File: config.mk
export PLATFORM = sky130hd
export DESIGN_NAME = lenient_utf8_decoder
export DESIGN_NICKNAME = d
export VERILOG_FILES = /design/src/design/luf_pkg.sv /design/src/design/lenient_utf8_decoder.sv /design/src/design/luf_front.sv /design/src/design/luf_queue.sv /design/src/design/luf_back.sv
export SDC_FILE = /design/constraint.sdc
export NUM_CORES = 1
export LEC_CHECK = 0
export BUFFER_PORTS_ARGS = -buffer_cell sky130_fd_sc_hd__buf_2
export CAP_MARGIN = 20
export CORE_ASPECT_RATIO = 0.8
export CORE_UTILIZATION = 60
export CTS_BUF_LIST = sky130_fd_sc_hd__clkbuf_16
export CTS_CLUSTER_SIZE = 16
export DETAILED_ROUTE_END_ITERATION = 16
export PLACE_DENSITY = 0.84
export SKIP_LAST_GASP = 1
export SLEW_MARGIN = 20
export SYNTH_ARGS = -nofsm -noshare
export SYNTH_HDL_FRONTEND = slang
export SYNTH_SLANG_ARGS = --single-unit
File: constraint.sdc
create_clock -name i_clk -period 11.8 [get_ports i_clk]
set_input_delay 0.59 -clock i_clk [delete_from_list [all_inputs] [get_ports i_clk]]
set_output_delay 0.59 -clock i_clk [all_outputs]
set_load 0.01 [all_outputs]
File: src/design/luf_pkg.sv
// Shared types, constants and byte classification for the lenient UTF-8 decoder.
// No dependencies.
package luf_pkg;

    localparam int MAX_SEQ_BYTES   = 6;
    localparam int LUF_QUEUE_DEPTH = 2;
    localparam int SEQ_CNT_W       = $clog2(MAX_SEQ_BYTES + 1);
    localparam int CP_W            = 31;

    localparam logic [7:0] PLAIN_LIMIT = 8'd127;
    localparam logic [7:0] CONT_MASK   = 8'h80;

    typedef struct packed {
        logic [7:0] data;
        logic [2:0] ncont;
        logic       plain;
        logic       last;
    } t_item;

    typedef struct packed {
        logic [7:0] data;
        logic [2:0] ncont;
        logic       plain;
    } t_entry;

    function automatic logic [2:0] cont_count(input logic [7:0] b);
        logic [2:0] n;
        if (b >= 8'hfc) begin
            n = 3'd5;
        end else if (b >= 8'hf8) begin
            n = 3'd4;
        end else if (b >= 8'hf0) begin
            n = 3'd3;
        end else if (b >= 8'he0) begin
            n = 3'd2;
        end else if (b >= 8'hc0) begin
            n = 3'd1;
        end else begin
            n = 3'd0;
        end
        return n;
    endfunction

    function automatic logic [7:0] lead_mask(input logic [2:0] n);
        logic [7:0] m;
        case (n)
            3'd1:    m = 8'hc0;
            3'd2:    m = 8'he0;
            3'd3:    m = 8'hf0;
            3'd4:    m = 8'hf8;
            default: m = 8'hfc;
        endcase
        return m;
    endfunction

endpackage

File: src/design/lenient_utf8_decoder.sv
// Top level of the lenient UTF-8 to code point decoder: front, queue, back.
// Depends on luf_pkg, luf_front, luf_queue, luf_back.
//
//   channel  direction  handshake                  payload
//   in       sink       i_in_valid / o_in_stall    i_in_byte[7:0], i_in_last
//   out      source     o_out_valid / i_out_stall  o_code_point[30:0], o_out_last
//
// Each byte is loaded into the window buffer, then the window is scanned
// step by step. A scan step emits a code point, drops a rejected lead, or finds
// the window still open. A rejected window drops its lead and rescans the
// bytes behind it, one dropped lead or replayed code point per step. A last
// byte also yields a terminating result. The scan sequencer in the back stage,
// one step per cycle while the output is not stalled, sets the rate.
// Reset is synchronous and clears the window, queue and output valid.
// An output stall holds the scan; the queue and front register then fill and stall the input.
module lenient_utf8_decoder #(
    parameter int QUEUE_DEPTH = luf_pkg::LUF_QUEUE_DEPTH
) (
    input  logic                     i_clk,
    input  logic                     i_rst_n,
    input  logic                     i_in_valid,
    output logic                     o_in_stall,
    input  logic [7:0]               i_in_byte,
    input  logic                     i_in_last,
    output logic                     o_out_valid,
    input  logic                     i_out_stall,
    output logic [luf_pkg::CP_W-1:0] o_code_point,
    output logic                     o_out_last
);
    import luf_pkg::*;

    logic  f_valid;
    t_item f_item;
    logic  q_full;
    logic  q_valid;
    t_item q_item;
    logic  q_pop;

    luf_front u_front (
        .i_clk      (i_clk),
        .i_rst_n    (i_rst_n),
        .i_in_valid (i_in_valid),
        .o_in_stall (o_in_stall),
        .i_in_byte  (i_in_byte),
        .i_in_last  (i_in_last),
        .o_valid    (f_valid),
        .o_item     (f_item),
        .i_full     (q_full)
    );

    luf_queue #(
        .DEPTH (QUEUE_DEPTH)
    ) u_queue (
        .i_clk   (i_clk),
        .i_rst_n (i_rst_n),
        .i_push  (f_valid),
        .i_item  (f_item),
        .o_full  (q_full),
        .i_pop   (q_pop),
        .o_valid (q_valid),
        .o_item  (q_item)
    );

    luf_back u_back (
        .i_clk        (i_clk),
        .i_rst_n      (i_rst_n),
        .i_valid      (q_valid),
        .i_item       (q_item),
        .o_pop        (q_pop),
        .o_out_valid  (o_out_valid),
        .i_out_stall  (i_out_stall),
        .o_code_point (o_code_point),
        .o_out_last   (o_out_last)
    );

endmodule

File: src/design/luf_front.sv
// Input stage: takes byte transfers and classifies each byte (lead count, plain).
// Depends on luf_pkg.
module luf_front (
    input  logic          i_clk,
    input  logic          i_rst_n,
    input  logic          i_in_valid,
    output logic          o_in_stall,
    input  logic [7:0]    i_in_byte,
    input  logic          i_in_last,
    output logic          o_valid,
    output luf_pkg::t_item o_item,
    input  logic          i_full
);
    import luf_pkg::*;

    logic  r_valid;
    t_item r_item;
    logic  take;
    logic  push;

    assign push       = r_valid && !i_full;
    assign o_in_stall = r_valid && i_full;
    assign take       = i_in_valid && !o_in_stall;

    always_ff @(posedge i_clk) begin
        if (!i_rst_n) begin
            r_valid <= 1'b0;
        end else if (take) begin
            r_valid <= 1'b1;
        end else if (push) begin
            r_valid <= 1'b0;
        end
    end

    always_ff @(posedge i_clk) begin
        if (take) begin
            r_item.data  <= i_in_byte;
            r_item.ncont <= cont_count(i_in_byte);
            r_item.plain <= (i_in_byte < PLAIN_LIMIT) || (cont_count(i_in_byte) == 3'd0);
            r_item.last  <= i_in_last;
        end
    end

    assign o_valid = r_valid;
    assign o_item  = r_item;

endmodule

File: src/design/luf_queue.sv
// Short FIFO of classified bytes between the front and back stages.
// Depends on luf_pkg.
module luf_queue #(
    parameter int DEPTH = luf_pkg::LUF_QUEUE_DEPTH
) (
    input  logic           i_clk,
    input  logic           i_rst_n,
    input  logic           i_push,
    input  luf_pkg::t_item i_item,
    output logic           o_full,
    input  logic           i_pop,
    output logic           o_valid,
    output luf_pkg::t_item o_item
);
    import luf_pkg::*;

    localparam int PTR_W = (DEPTH > 1) ? $clog2(DEPTH) : 1;
    localparam int CNT_W = $clog2(DEPTH + 1);

    t_item            r_mem [DEPTH];
    logic [PTR_W-1:0] r_wptr;
    logic [PTR_W-1:0] r_rptr;
    logic [CNT_W-1:0] r_cnt;
    logic             do_push;
    logic             do_pop;

    assign o_full  = (r_cnt == CNT_W'(DEPTH));
    assign o_valid = (r_cnt != '0);
    assign o_item  = r_mem[r_rptr];
    assign do_push = i_push && !o_full;
    assign do_pop  = i_pop && o_valid;

    always_ff @(posedge i_clk) begin
        if (!i_rst_n) begin
            r_wptr <= '0;
            r_rptr <= '0;
            r_cnt  <= '0;
        end else begin
            if (do_push) begin
                r_wptr <= (r_wptr == PTR_W'(DEPTH - 1)) ? '0 : r_wptr + 1'b1;
            end
            if (do_pop) begin
                r_rptr <= (r_rptr == PTR_W'(DEPTH - 1)) ? '0 : r_rptr + 1'b1;
            end
            if (do_push && !do_pop) begin
                r_cnt <= r_cnt + 1'b1;
            end else if (do_pop && !do_push) begin
                r_cnt <= r_cnt - 1'b1;
            end
        end
    end

    always_ff @(posedge i_clk) begin
        if (do_push) begin
            r_mem[r_wptr] <= i_item;
        end
    end

endmodule

File: src/design/luf_back.sv
// Decode stage: pending window buffer, scan sequencer and output register.
// Depends on luf_pkg.
module luf_back (
    input  logic                       i_clk,
    input  logic                       i_rst_n,
    input  logic                       i_valid,
    input  luf_pkg::t_item             i_item,
    output logic                       o_pop,
    output logic                       o_out_valid,
    input  logic                       i_out_stall,
    output logic [luf_pkg::CP_W-1:0]   o_code_point,
    output logic                       o_out_last
);
    import luf_pkg::*;

    localparam logic [1:0] S_IDLE = 2'd0;
    localparam logic [1:0] S_SCAN = 2'd1;
    localparam logic [1:0] S_TERM = 2'd2;

    logic [1:0]           r_state, n_state;
    logic [SEQ_CNT_W-1:0] r_count, n_count;
    logic                 r_last,  n_last;
    t_entry               r_pend [MAX_SEQ_BYTES];
    t_entry               n_pend [MAX_SEQ_BYTES];

    logic                 r_out_valid;
    logic [CP_W-1:0]      r_cp;
    logic                 r_olast;

    logic                 out_free;
    logic                 emit;
    logic [CP_W-1:0]      em_cp;
    logic                 em_last;
    logic [SEQ_CNT_W-1:0] drop_k;
    logic [SEQ_CNT_W-1:0] rem;
    logic                 win_ok;
    logic                 bad;
    logic [31:0]          cp_full;
    logic [7:0]           lead_part;
    t_entry               lead;

    assign out_free = !r_out_valid || !i_out_stall;
    assign lead     = r_pend[0];
    assign win_ok   = r_count >= (SEQ_CNT_W'(lead.ncont) + 1'b1);

    always_comb begin
        bad       = 1'b0;
        cp_full   = '0;
        lead_part = lead.data & ~lead_mask(lead.ncont);
        for (int i = 1; i < MAX_SEQ_BYTES; i++) begin
            if (3'(i) <= lead.ncont && r_pend[i].data < PLAIN_LIMIT) begin
                bad = 1'b1;
            end
        end
        for (int m = 1; m < MAX_SEQ_BYTES; m++) begin
            if (lead.ncont == 3'(m)) begin
                cp_full = {24'd0, lead_part} << (6 * m);
                for (int i = 1; i <= m; i++) begin
                    cp_full = cp_full |
                        ({24'd0, r_pend[i].data & ~CONT_MASK} << (6 * (m - i)));
                end
            end
        end
    end

    always_comb begin
        n_state = r_state;
        n_count = r_count;
        n_last  = r_last;
        n_pend  = r_pend;
        emit    = 1'b0;
        em_cp   = '0;
        em_last = 1'b0;
        o_pop   = 1'b0;
        drop_k  = '0;
        rem     = '0;
        case (r_state)
            S_IDLE: begin
                if (i_valid) begin
                    o_pop   = 1'b1;
                    n_last  = i_item.last;
                    n_state = S_SCAN;
                    if (r_count < SEQ_CNT_W'(MAX_SEQ_BYTES)) begin
                        for (int i = 0; i < MAX_SEQ_BYTES; i++) begin
                            if (r_count == SEQ_CNT_W'(i)) begin
                                n_pend[i] = '{data: i_item.data, ncont: i_item.ncont,
                                              plain: i_item.plain};
                            end
                        end
                        n_count = r_count + 1'b1;
                    end
                end
            end
            S_SCAN: begin
                if (r_count == '0 || (!lead.plain && !win_ok)) begin
                    n_state = r_last ? S_TERM : S_IDLE;
                end else if (lead.plain) begin
                    if (out_free) begin
                        emit   = 1'b1;
                        em_cp  = CP_W'(lead.data);
                        drop_k = SEQ_CNT_W'(1);
                    end
                end else if (bad) begin
                    drop_k = SEQ_CNT_W'(1);
                end else if (out_free) begin
                    emit   = 1'b1;
                    em_cp  = cp_full[CP_W-1:0];
                    drop_k = SEQ_CNT_W'(lead.ncont) + 1'b1;
                end
                if (drop_k != '0) begin
                    rem = (drop_k < r_count) ? r_count - drop_k : '0;
                    for (int i = 0; i < MAX_SEQ_BYTES; i++) begin
                        for (int j = 1; j <= MAX_SEQ_BYTES; j++) begin
                            if (drop_k == SEQ_CNT_W'(j) && i + j < MAX_SEQ_BYTES) begin
                                n_pend[i] = r_pend[i + j];
                            end
                        end
                    end
                    n_count = rem;
                    if (rem == '0) begin
                        n_state = r_last ? S_TERM : S_IDLE;
                    end
                end
            end
            S_TERM: begin
                if (out_free) begin
                    emit    = 1'b1;
                    em_last = 1'b1;
                    n_count = '0;
                    n_state = S_IDLE;
                end
            end
            default: begin
                n_state = S_IDLE;
            end
        endcase
    end

    always_ff @(posedge i_clk) begin
        if (!i_rst_n) begin
            r_state     <= S_IDLE;
            r_count     <= '0;
            r_last      <= 1'b0;
            r_out_valid <= 1'b0;
        end else begin
            r_state <= n_state;
            r_count <= n_count;
            r_last  <= n_last;
            if (emit) begin
                r_out_valid <= 1'b1;
            end else if (!i_out_stall) begin
                r_out_valid <= 1'b0;
            end
        end
    end

    always_ff @(posedge i_clk) begin
        r_pend <= n_pend;
        if (emit) begin
            r_cp    <= em_cp;
            r_olast <= em_last;
        end
    end

    assign o_out_valid  = r_out_valid;
    assign o_code_point = r_cp;
    assign o_out_last   = r_olast;

    a_count_range: assert property (@(posedge i_clk) disable iff (!i_rst_n)
        r_count <= SEQ_CNT_W'(MAX_SEQ_BYTES))
        else $error("pending count out of range");

    a_idle_room: assert property (@(posedge i_clk) disable iff (!i_rst_n)
        r_state == S_IDLE |-> r_count < SEQ_CNT_W'(MAX_SEQ_BYTES))
        else $error("pending buffer full while idle");

    a_term_clears: assert property (@(posedge i_clk) disable iff (!i_rst_n)
        (r_state == S_TERM && out_free) |=> (r_count == '0 && o_out_valid && o_out_last))
        else $error("terminator did not clear pending window");

    a_term_only_last: assert property (@(posedge i_clk) disable iff (!i_rst_n)
        r_state == S_TERM |-> r_last)
        else $error("terminator without last byte");

endmodule
## After elaboration in Yosys (flattened, before gate mapping)

Memory sizes are Yosys's and may differ from the RTL's. A register that Yosys moved wholly into a read port is not among the register bits.
Cells that the tools add are included.

| word-level totals | value |
|---|---|
| register bits | 129 |
| bits in writable memories | 26 |
| bits of input ports | 13 |
| output and inout port bits | 34 |
| logic and storage cells | 237 |
| memories kept | 1 |

| operators by class | value |
|---|---|
| $add $sub $neg | 7 |
| magnitude comparators | 19 |
| equality and inequality tests | 33 |
| muxes and demuxes | 84 |
| bitwise logic cells | 18 |
| reduce and logical (&&, ||, !) cells | 43 |

Memories:

| memory | depth | bits a word | read ports | clocked after Yosys merged registers in | write ports | line | text |
|---|---|---|---|---|---|---|---|
| u_queue.r_mem | 2 | 13 | 1 | 1 | 1 | luf_queue.sv:20 | `t_item r_mem [DEPTH];` |

Operators by type and width:

| cell | number |
|---|---|
| $mux W12 | 21 |
| $mux W31 | 8 |
| $mux W72 | 2 |
| $or A31 B7 Y31 | 4 |
| $pmux W60 S2 | 1 |
| $or A31 B13 Y31 | 2 |
| $or A31 B19 Y31 | 2 |
| $or A31 B25 Y31 | 2 |
| $mux W60 | 1 |
| $lt A8 B7 Y1 const B | 6 |
| $mux W3 | 15 |
| $ge A8 B8 Y1 const B | 5 |
| $or A31 B31 Y31 | 1 |
| $reduce_and A6 Y1 | 5 |
| $or A26 B13 Y26 | 1 |
| $or A26 B19 Y26 | 1 |
| $pmux W6 S4 | 1 |
| $mux W1 | 23 |
| $ne A2 B1 Y1 const B | 10 |
| $or A20 B13 Y20 | 1 |
| $eq A3 B2 Y1 const B | 6 |
| $eq A3 B3 Y1 const B | 6 |
| $mux W2 | 8 |
| $or A14 B7 Y14 | 1 |
| 37 further kinds | 71 |

## Depth between registers and ports, before layout

| depth | value |
|---|---|
| word-level depth | 19 |
| mapped depth | 23 |
| gate-level depth less buffers | 18 |

## Hierarchy

From an unflattened synthesis, not the netlist that was laid out.

| second synthesis, totals | value |
|---|---|
| cell total of the unflattened synthesis | 792 |
| area total of the unflattened synthesis | 8463.1 um^2 |

By module, submodules not included:

| module | times used | cells an instance | area each (um^2) | sequential area each (um^2) |
|---|---|---|---|---|
| luf_back | 1 | 702 | 6821.5 | 3263.1 |
| luf_queue | 1 | 65 | 1168.6 | 880.8 |
| luf_front | 1 | 25 | 473.0 | 410.4 |

## Worst setup path after synthesis

Ideal clock, no wire load.

| timing | value |
|---|---|
| kind | register -> register |
| start point | register u_back.r_pend, in the netlist u_back.lead[2] |
| end point | register u_back.r_state[0] |
| setup time | 137 ps |
| arrival time | 4586 ps |
| data required time | 11663 ps |
| path slack | 7077 ps |
| cell stages (with the launch flop) | 24 |
| path buffers | 5 |
| period minus slack after synthesis | 4723 ps |
| cell sequence | edfxtp_1 > buf_6 > inv_1 > clkbuf_1 > ha_1 > clkbuf_1 > inv_1 > ha_1 > nand2_1 > o21a_1 > a211oi_1 > o21ai_2 > inv_2 > buf_1 > clkbuf_1 > ha_1 > inv_1 > fa_1 > xnor2_1 > a22oi_1 > o211ai_1 > o31ai_1 > a21boi_1 > o22ai_1 |

| on the way | value |
|---|---|
| cells in the longest elaborated chain, start to end | 17 |
| elaborated cells between the ends (all ways) | 34 |
| classes of those cells | 2 x add/sub; 7 x order compare; 15 x mux; 10 x reduce/logical |

RTL lines:

| item | line | text |
|---|---|---|
| start, declared | luf_back.sv:23 | `t_entry r_pend [MAX_SEQ_BYTES];` |
| start signal, assigned | luf_back.sv:158 | `r_pend <= n_pend;` |
| $le A1 B3 Y1 | luf_back.sv:51 | `if (3'(i) <= lead.ncont && r_pend[i].data < PLAIN_LIMIT) begin` |
| $logic_and A1 B1 Y1 | luf_back.sv:51 |  |
| $mux W1 (5 in series) | luf_back.sv:51 |  |
| $mux W3 | luf_back.sv:103 | `end else if (bad) begin` |
| $mux W3 | luf_back.sv:97 | `end else if (lead.plain) begin` |
| $mux W3 | luf_back.sv:95 | `if (r_count == '0 \|\| (!lead.plain && !win_ok)) begin` |
| $mux W3 | luf_back.sv:77 | `case (r_state)` |
| $sub A3 B3 Y3 or $lt A3 B3 Y1 (tied branches) | luf_back.sv:111 | `rem = (drop_k < r_count) ? r_count - drop_k : '0;` |
| $mux W3 | luf_back.sv:111 |  |
| $logic_not A3 Y1 | luf_back.sv:120 | `if (rem == '0) begin` |
| $mux W2 | luf_back.sv:120 |  |
| $mux W2 * | luf_back.sv:110 | `if (drop_k != '0) begin` |
| $pmux W2 S3 * | luf_back.sv:77 |  |
| end signal, assigned | luf_back.sv:146 | `r_state <= n_state;` |
| end, declared | luf_back.sv:20 | `logic [1:0] r_state, n_state;` |

Mark *: on every way between the ends. The rest lies on a longest branch, timed or not. The select of a mux whose other input is x is not followed.
A chain may end at the register's enable or synchronous reset.

## Worst setup path after layout

Same ends and word-level chain as after synthesis.

==> impl_results.md <==
- Global-route wire length before repair: 37110 microns
- # hold bufs at CTS: 0
- Delay-heaviest family, CP: adder cells
- Commonest non-fill, non-tap cells in the layout: edfxtp_1 (143), nand2_1 (111), nor2_1 (73)
- Register area share after synthesis: between 50% and 60%
- Power Dens Cells: 274.6 mW/mm^2
- DR pass1 iterations: 8
- Clock Path Buffers: 2
- Placed cells: 989
- Worst min-delay path class: input port to flip-flop
- Avg Inst Size Synth: 10.43 sq um
- CP required: 12100 ps
- Vias in the first global route: 6865
- Worst vdd ir: 0.1474 mV
- DR vias/cell: 6.996
- Fin crit period: 5169 ps
- Post-Syn Area: 0.008426 sq mm
- Crit path max fanout: 34
- Slowest CP cell: ha_1
- Chip Width: about 130 microns
- Asr flop ratio synth: 0%
- Cell breakdown of the critical path: inv_1, ha_1, inv_1, ha_1, nand2_1, o21a_1, a211oi_1, o21ai_2, buf_4, inv_2, ha_1, inv_1, fa_1, xnor2_1, a22oi_1, o211ai_1, o31ai_1, a21boi_1, o22ai_1
- Int Pwr: 1.466 mW
- Clock tree sinks: between 150 and 200
- PostCTS Resize Cnt: 0
- Clock share of power: between 20% and 30%
- R2R Setup Slk: ~6600 ps
- Syn nets: between 800 and 900
- Net count, final: 860
- Warnings, synthesis: 0
- Worst path depth: 19
- CTS Buf Count: 17
- Prevailing post-synth register cell: edfxtp_1
- Initial Util: around three fifths
- Core Box Area: 0.01365 sq mm
- IO Port Bufs: 46
- Final worst path period share: a little over two fifths
- CTS tree: yes
- Combinational Power Share: 42.4%
- CTS root buffer: clkbuf_16
- Drc violations: 0
- GR Util All Layers: 34.50%
- Share of cells above drive strength 1: 13.79%
- Layout area overhead: 10.69%
- Area of the multi-input gates: approximately 0.0035 sq mm
- Register area: about 0.0046 sq mm
- Crit path from: u_back.lead[2]$_DFFE_PP_
- Layout fillers: 1018
- Setup CP Type: flip-flop to flip-flop
- GPL Wtd Cong: 0.9803
- CP max stage delay: around 590 ps
- Post-route non-filler standard cell count: 1021
- Via count: 7143
- Final ANT Viol Nets: 0
- Slew HR: 27.76%
- Die Y: 108.0 microns
- Clk_skew: ~14 ps
- Endpoint of the worst register-to-register path: u_back.r_state[0]$_SDFFE_PN0P_
- Avg WL per Cell: 23.47 microns
- Htree depth: 4
- Total Die Area: ~0.015 sq mm
- Mapped Cells: about 810
- Crit path buf inv count: 5
- CTS clk-pin slew, worst paths: 60 ps
- Worst r2r src: u_back.lead[2]$_DFFE_PP_
- Net Sw Frac: 42.77%
- Final core utilization: 68.35%
- Total gr overflow: 0
- Most common cell after layout, fill and taps aside: edfxtp_1
- Lkg Pwr: roughly 3.3 nW
- CP Data Arrival Time: 5470 ps
- Outcome: complete, no violations
- Share of the synthesized area in the top cell type: 50.97%
- EDFF count, synth: between 100 and 150
- # rows: 38
- Max_cap viols: 0
- Cell taking the most area after synthesis: edfxtp_1
- Routed wire length: 23970 microns
- CP endpoint: u_back.r_state[0]$_SDFFE_PN0P_
- R2R cell count: 19
- Dominant cells by area after synthesis: edfxtp_1 (51%), nand2_1 (4.9%), nor2_1 (3.3%)
- Sequential Power Share: 36.6%
- First DRT Iteration DRCs: 1561
- Crit path launch type: flip-flop
- Slew Limit Fails: 0
- Fmax achieved: 193.4 MHz
- Fin. Hold Viols: 0
- RSZ-0062 raised after global routing: no
- Tightest Pin Transition: between 1000 and 1500 ps
- Initial antenna violation count: 0
- Total Neg Setup Slack: 0 ps
- IO Count: 47
- Post-CTS Setup Inserts: 0
- Number of library cell types mapped by synthesis: 68
- P_sw: 1.095 mW
- Critical Path End Type: flip-flop
- Worst skew pair latency: 440 ps
- Largest net degree at the start of global routing: 51
- # diodes: 0
- Final setup fails: 0
- Synth Register Bits: about 160
- Dpl hpwl: 16560 microns
[per-layer routing]
layer  vias up  routed length, microns  track usage, %
met5         -                       0               0
met3        98                    2831           9.798
met2       544                   10810           53.40
met4         0                     817           16.29
li1       3115                       -               -
met1      3386                    9510           45.24
[synth_stat cells, drive strengths merged, types with 4 or more instances]
cell type	number
xor2	4
a311o	8
o31ai	7
a311oi	4
a222oi	7
nor3	8
clkbuf	42
nand2b	5
dfxtp	13
a211oi	19
inv	40
o211ai	13
o2111ai	16
and3	5
a21oi	24
a22o	10
buf	16
a31oi	16
ha	18
mux2i	5
a22oi	9
nand2	111
nor2b	6
o311ai	11
edfxtp	143
o21ai	52
o32ai	4
nor2	75
a221oi	16
nand4	7
and2	16
mux2	12
nand3	29
[kinds of logic after synthesis]
group / after synthesis / synth area share (%)
AOI/OAI and AO/OA: 238 / 20.73
DFF: 156 / 54.05
muxes: 17 / 2.198
and+or+nand+nor: 273 / 14.48
adders and majority gates: 19 / 2.911
buffers and inverters: 98 / 4.900
xor gates and xnor gates: 7 / 0.7277
[flip-flops by register name, indices dropped and copies added, names as in the netlist, named ones only]
register,cells
u_back.lead,12
u_back.o_code_point,31
u_back.o_out_last,1
u_back.o_out_valid,1
u_back.r_count,3
u_back.r_last,1
u_back.r_pend,60
u_back.r_state,2
u_front.o_item,13
u_front.o_valid,1
u_queue.r_cnt,2
u_queue.r_mem,26
u_queue.r_rptr,1
u_queue.r_wptr,1
[worst min path at each step]
stage	startpoint	endpoint	slack [ps]	depth (start not counted)
finish	i_in_byte[0]	u_front.o_item[5]$_DFFE_PP_	340	1
global route	i_in_byte[0]	u_front.o_item[5]$_DFFE_PP_	320	1
CTS	i_in_byte[0]	u_front.o_item[5]$_DFFE_PP_	320	1
detailed placement	u_front.o_item[12]$_DFFE_PP_	u_queue.r_mem[0][12]$_DFFE_PP_	440	0
global placement	u_front.o_item[0]$_DFFE_PP_	u_queue.r_mem[0][0]$_DFFE_PP_	430	0
floorplan	u_front.o_item[0]$_DFFE_PP_	u_queue.r_mem[0][0]$_DFFE_PP_	420	0
[stage by stage]
| stage | power (mW) | hold slack (ps) | worst slack (ps) | area (sq um) |
|---|---|---|---|---|
| global placement | 1.921 | 425.3 | 7033 | 8727 |
| finish | 2.561 | 337.5 | 6631 | 9326 |
| global route | 2.682 | 318.4 | 6325 | 9326 |
| CTS | 2.507 | 324.4 | 6802 | 9303 |
| floorplan | 1.668 | 421.5 | 7077 | 8426 |
| detailed placement | 1.966 | 439.0 | 6817 | 8727 |
[cell type report]
type	count	share of cell area (%)
Clock buffer	17	4.561
Multi-Input combinational cell	554	37.46
Sequential cell	156	48.83
Timing Repair Buffer	59	3.515
Clock inverter	15	1.610
Inverter	40	1.610
Tap cell	180	2.415
[power by group through the flow]
stage	Sequential, mW	Clock, mW	Combinational (mW)
6_report	0.937	0.539	1.08
5_1_grt	0.942	0.563	1.18
4_1_cts	0.925	0.541	1.04
3_5_place_dp	0.936	0	1.03
3_3_place_gp	0.930	0	0.991
2_1_floorplan	0.852	0	0.816
Power figures use the tool's default switching activity.
